==> src/hdl/prpdd_pkg.sv <==
// ----------------------------------------------------------------------------
// prpdd_pkg
// shared types, constants and hash helper for the prp duplicate discard block
// ----------------------------------------------------------------------------
package prpdd_pkg;

	localparam int DefNodes         = 512;
	localparam int DefSeqSlots      = 64;
	localparam int DefProbes        = 20;
	localparam int DefHashExtraBits = 3;

	localparam logic [31:0] HashMult    = 32'h9E37_0001;
	localparam logic [15:0] TrailerType = 16'h88FB;

	localparam logic [3:0]  RstOwnLan   = 4'd10;
	localparam logic [3:0]  RstLanA     = 4'd10;
	localparam logic [3:0]  RstLanB     = 4'd11;
	localparam logic [15:0] RstWindow   = 16'd400;
	localparam logic [15:0] RstNodeAge  = 16'd5000;

	localparam logic [2:0] RegOwnLan  = 3'd0;
	localparam logic [2:0] RegLanA    = 3'd1;
	localparam logic [2:0] RegLanB    = 3'd2;
	localparam logic [2:0] RegWindow  = 3'd3;
	localparam logic [2:0] RegNodeAge = 3'd4;

	typedef enum logic [2:0] {
		VerdictAccept    = 3'd0,
		VerdictDuplicate = 3'd1,
		VerdictNoTrailer = 3'd2,
		VerdictUnknownLan = 3'd3,
		VerdictWrongLan  = 3'd4,
		VerdictSizeBad   = 3'd5,
		VerdictTableFull = 3'd6
	} verdict_t;

	typedef struct packed {
		logic [47:0] src_mac;
		logic [15:0] trailer_seq;
		logic [15:0] trailer_lan_size;
		logic [15:0] trailer_type;
		logic [15:0] frame_length;
		logic [15:0] header_length;
		logic [31:0] now_ms;
	} frame_in_t;

	typedef struct packed {
		logic [2:0] verdict;
		logic [8:0] node_slot;
	} result_t;

	typedef struct packed {
		logic [3:0]  own_lan_id;
		logic [3:0]  lan_id_a;
		logic [3:0]  lan_id_b;
		logic [15:0] discard_window_ms;
		logic [15:0] node_age_ms;
	} cfg_t;

	typedef enum logic [2:0] {
		StClear,
		StIdle,
		StProbe,
		StCheck,
		StSeqRead,
		StSeqWrite,
		StDone
	} state_t;

	// top bits of the product for a probe, full word once 32 are kept
	function automatic logic [31:0] probe_hash(input logic [31:0] prod, input logic [5:0] w);
		logic [31:0] r;
		r = prod;
		if (w < 6'd32)
			r = prod >> (6'd32 - w);
		return r;
	endfunction

endpackage

==> src/hdl/prpdd_cfg_regs.sv <==
// ----------------------------------------------------------------------------
// prpdd_cfg_regs
// apb register file holding the lan ids, discard window and node age
// ----------------------------------------------------------------------------
module prpdd_cfg_regs
	import prpdd_pkg::*;
(
	input  logic        clk,
	input  logic        arst_n,
	input  logic        psel,
	input  logic        penable,
	input  logic        pwrite,
	input  logic [4:0]  paddr,
	input  logic [31:0] pwdata,
	output logic [31:0] prdata,
	output logic        pready,
	output cfg_t        cfg
);

	logic [2:0] reg_idx;
	logic       wr_en;
	assign reg_idx = paddr[4:2];
	assign pready  = 1'b1;
	assign wr_en   = psel & penable & pwrite;

	always_ff @(posedge clk or negedge arst_n) begin
		if (!arst_n) begin
			cfg.own_lan_id        <= RstOwnLan;
			cfg.lan_id_a          <= RstLanA;
			cfg.lan_id_b          <= RstLanB;
			cfg.discard_window_ms <= RstWindow;
			cfg.node_age_ms       <= RstNodeAge;
		end else if (wr_en) begin
			case (reg_idx)
				RegOwnLan:  cfg.own_lan_id        <= pwdata[3:0];
				RegLanA:    cfg.lan_id_a          <= pwdata[3:0];
				RegLanB:    cfg.lan_id_b          <= pwdata[3:0];
				RegWindow:  cfg.discard_window_ms <= pwdata[15:0];
				RegNodeAge: cfg.node_age_ms       <= pwdata[15:0];
				default: ;
			endcase
		end
	end

	always_comb begin
		case (reg_idx)
			RegOwnLan:  prdata = {28'd0, cfg.own_lan_id};
			RegLanA:    prdata = {28'd0, cfg.lan_id_a};
			RegLanB:    prdata = {28'd0, cfg.lan_id_b};
			RegWindow:  prdata = {16'd0, cfg.discard_window_ms};
			RegNodeAge: prdata = {16'd0, cfg.node_age_ms};
			default:    prdata = 32'd0;
		endcase
	end

endmodule

==> config.mk <==
export PLATFORM = sky130hd
export DESIGN_NAME = prpdd_cfg_regs
export DESIGN_NICKNAME = d
export VERILOG_FILES = /design/src/hdl/prpdd_pkg.sv /design/src/hdl/prpdd_cfg_regs.sv
export SDC_FILE = /design/constraint.sdc
export NUM_CORES = 1
export LEC_CHECK = 0
export ABC_AREA = 1
export BUFFER_PORTS_ARGS = -buffer_cell sky130_fd_sc_hd__buf_2
export CORE_MARGIN = 2
export CORE_UTILIZATION = 49
export DETAILED_ROUTE_END_ITERATION = 16
export PLACE_DENSITY = 0.87
export SLEW_MARGIN = 10
export SYNTH_ARGS = -nofsm -noshare
export SYNTH_HDL_FRONTEND = slang
export SYNTH_SLANG_ARGS = --single-unit
==> constraint.sdc <==
create_clock -name clk -period 2.45 [get_ports clk]
set_clock_uncertainty 0.2 [all_clocks]
set_input_delay 0.1225 -clock clk [delete_from_list [all_inputs] [get_ports clk]]
set_output_delay 0.1225 -clock clk [all_outputs]
set_load 0.02 [all_outputs]
# After elaboration in Yosys (flattened, before gate mapping)
# Cells that the tools add are included.
[totals]
ff_bits = 44
inputBits = 42
out_inout_bits = 77
elab_cells = 18
[classes]
n_eq_ne = 4
muxes = 1
bitwise_logic = 2
reduce_logical = 6
[ops]
columns = ["op", "count"]
rows = [
  ["16-bit one-hot mux with 5 select lines", 1],
  ["2-bit AND reduction", 5],
  ["3-bit by 2-bit == test with 1-bit output (second input constant)", 2],
  ["3-bit by 1-bit == test with 1-bit output (second input constant)", 1],
  ["3-bit == test (second input constant)", 1],
  ["3-bit zero test", 1],
  ["1-bit bitwise AND", 2],
]

# Logic depth before layout (Yosys ltp)
[depth]
ltp_word = 3
depth_mapped = 7
ltp_nobuf = 5

# Worst setup path before layout
# No wires, ideal clock.
[synth_timing]
path_kind = "input-to-output"
startpoint = "input port paddr[4]"
endpoint = "output port prdata[10]"
arrival_ps = 1073
t_required_ps = 2128
path_slack_ps = 1054
path_stages = 5
n_path_buf = 2
path_cell_list = "buf_2 inv_4 nand3_4 buf_2 o22ai_1"
[synth_via]
elab_chain_cells = 2
word_cells_on_any_way = 6
cone_classes = "eq/ne: 4; mux: 1; reduce/logical: 1"
[synth_rtl]
columns = ["element", "line_no", "text"]
rows = [
  ["start, declared", "prpdd_cfg_regs.sv:13", "input logic [4:0] paddr,"],
  ["3-bit == test (tied with other cells)", "prpdd_cfg_regs.sv:46", "case (reg_idx)"],
  ["16-bit one-hot mux with 5 select lines (*)", "prpdd_cfg_regs.sv:46", ""],
  ["end, declared", "prpdd_cfg_regs.sv:15", "output logic [31:0] prdata,"],
]
# Every way passes the cells marked *; elsewhere a longest branch is shown, timed or not.

# Worst setup path after layout
[layout_timing]
startpoint = "register cfg[43] (netlist name)"
endpoint = "output port prdata[3]"
[layout_via]
elab_chain_cells = 1
[layout_rtl]
columns = ["element", "line_no", "text"]
rows = [
  ["start, declared", "prpdd_cfg_regs.sv:17", "output cfg_t cfg"],
  ["16-bit one-hot mux with 5 select lines", "prpdd_cfg_regs.sv:46", ""],
]
# Every way passes these cells.

==> impl_results.md <==
* # IOs at 119
* Total Routing Usage GR at 0.231
* Max-cap violation count at 0
* Detail Route Antenna Nets at 0
* Synth Instances at 270
* Via density per instance at 5.16
* Sequential share of the synthesized area at 0.489
* Worst-path clk slew at 0.09 ns
* P_leak at 1.57 nW
* Top flop regs: cfg x44
* Gpl congestion at 0.914
* Vias in the first global route at 1953
* Synth-to-layout area growth at 25.5%
* Worst min path class: input port to flip-flop
* Power consumption at 2.26 mW
* Diode count at 0
* Post-place instance area at 2610 um2
* Synth Register Bits at 44
* Chip Height at 72.3 um
* Netlist cell types at 21
* Clock Path Buffers at 2
* Largest Register: cfg
* Combinational share of power at 0.336
* Sequential share of power at 0.452
* Initial DRC count at around 240
* Max incr delay on CP at around 0.56 ns
* WP buf/inv at 1
* Max Freq at roughly 620 MHz
* Critical path's most frequent cell: nand2_1
* Final hold violation count at 0
* CP max stage cell: dfstp_2
* Number of flip-flops in the largest register at 44
* Clk Latency, worst-skew pair at around 0.29 ns
* DRT Pass-1 Iters at 5
* Status: complete, no violations
* Final WS setup at around 0.84 ns
* Share of layout cells above drive strength 1 at 0.315
* Max-slew violations at 0
* Setup TNS at 0 ns
* Tmin final at 1.61 ns
* Final setup vio count at 0
* Req. time, crit path at 2.13 ns
* Initial antenna violation count at 0
* # DRC at 0
* Sw power at roughly 0.87 mW
* CTS sink count at 44
* Total gr overflow at 0
* Tightest Pin Transition at 0.952 ns
* Die Area at 5230 um2
* Final instance area at 2870 um2
* Postcts setup bufs at 0
* Via Count at 2151
* Site row count at 24
* Critical Path, Cell by Cell: nand3_1 > nand2_1 > nor2_1 > nand2_1 > buf_2
* CP Capture Type: output port
* First-pass GRT wire length at 9.34 mm
* Root Driver: clkbuf_8
* IO Port Bufs at 83
* Pin count of the biggest net entering global routing at 45
* Net Sw Frac at 0.385
* Nets at just over 400
* Drt total wl at 5.95 mm
* Drt wl/cell at 14.3 um
* RSZ-0062 raised after global routing: false
* CP max FO at 3
* CTS H-Tree Depth at 2
* Setup CP Type: flip-flop to output port
* Initial Utilization at 0.518
* CTS tree: done
* Clock share of power at 0.212
* Power per cell area at 787 nW/um2
* Cell family with most CP delay: flip-flops
* Tcrit/Tclk final at 0.658
* Syn Std Cell Area at 2290 um2
* Post-layout util at 0.651
* Post-place setup slack at between 0.8 and 0.9 ns
* Int Power at 1.39 mW
* Crit start category: flip-flop
* YS warnings at 0
* Die Width at a little over 70 um
* CP arrival at ~1.3 ns
* Total CTS buffers at 5
* Peak VDD IR at around 450 uV
* Core box area at 4410 um2
* Post-detail-place hpwl at 3.87 mm
* Syn_area_per_cell at 8.48 um2
* Worst slew margin at 0.365
## what timing repair did
action / 4_1_cts / 5_1_grt
hold buffers: 17 / 0
resized for setup: 0 / 0
endpoints found under the hold margin: 73 / 0
## area by class of cell
type / instances / area [um2]
Timing Repair Buffer: 100 / 586
Clock buffer: 7 / 86.3
Sequential cell: 44 / 1120
Tap cell: 52 / 65.1
Fill cell: 374 / 1540
Multi-Input combinational cell: 183 / 892
Clock inverter: 1 / 7.51
Inverter: 30 / 115
## path summary, 6_finish.rpt
check / start / end / slack [ns] / depth (start not counted)
worst min-delay path: paddr[3] / cfg[35] / 0.15 / 4
min in group asynchronous: arst_n / cfg[22] / 0.33 / 2
max in group asynchronous: arst_n / cfg[40] / 1.13 / 2
worst max-delay path: cfg[43] / prdata[3] / 0.84 / 5
worst max register to register: cfg[24] / cfg[24] / 1.42 / 2
worst min register to register: cfg[37] / cfg[37] / 0.29 / 2
## Yosys cell counts
| library cell | number | share of area |
|---|---|---|
| nand2_1 | 78 | 0.13 |
| o21ai_0 | 39 | 0.085 |
| dfrtp_1 | 29 | 0.32 |
| inv_1 | 29 | 0.048 |
| buf_4 | 17 | 0.056 |
| dfstp_2 | 15 | 0.17 |
| o22ai_1 | 12 | 0.033 |
| nand3_1 | 11 | 0.024 |
| nor2_1 | 7 | 0.011 |
| buf_6 | 6 | 0.030 |
| o21ai_1 | 6 | 0.013 |
| nand4_1 | 4 | 0.011 |
| buf_2 | 3 | 0.0066 |
| nor2_8 | 3 | 0.026 |
| clkbuf_1 | 2 | 0.0033 |
| conb_1 | 2 | 0.0033 |
| nand3_4 | 2 | 0.015 |
| nor2_2 | 2 | 0.0055 |
| inv_4 | 1 | 0.0027 |
| nand2_4 | 1 | 0.0049 |
| nand3_2 | 1 | 0.0044 |
## logic make-up after synthesis
| logic type | share of synthesized area |
|---|---|
| AO/OA/AOI/OAI | 0.131 |
| buffers and inverters | 0.145 |
| flip-flops | 0.489 |
| other | 0.00328 |
| AND/OR/NAND/NOR | 0.231 |
## power groups by stage
stage	clock network, mW	registers [mW]	logic [mW]
after floorplan	0	1.22	0.282
after global placement	0	1.02	0.717
after detailed placement	0	1.03	0.736
after CTS	0.486	1.02	0.758
after global routing	0.516	1.04	0.824
final	0.480	1.02	0.759
## worst register-to-register path, cell delays in order, from the launching register on
cell	delay (ns)
dfstp_2	0.54
inv_1	0.05
o21ai_0	0.16
## per-layer routing
| metal | GRT usage | wire length [um] | vias to the layer above |
|---|---|---|---|
| li1 | - | - | 1024 |
| met1 | 0.309 | 2520 | 1036 |
| met2 | 0.381 | 3030 | 79 |
| met3 | 0.0458 | 303 | 12 |
| met4 | 0.0671 | 96 | 0 |
| met5 | 0 | 0 | - |
## through the flow
stage	hold WS (ns)	std cells
floorplan	-0.373	285
global placement	0.111	392
detailed placement	0.131	392
CTS	0.123	417
global route	0.172	417
finish	0.147	417
## cells in the final DEF, fill, tap and decap left out, drive strengths merged
master       instances
buf                 83
nand2               79
o21ai               45
inv                 30
dfrtp               29
conb                17
dlygate4sd3         17
dfstp               15
nand3               14
o22ai               12
nor2                12
clkbuf               7
nand4                4
clkinvlp             1
No activity file was read; power rests on OpenSTA's default activity.
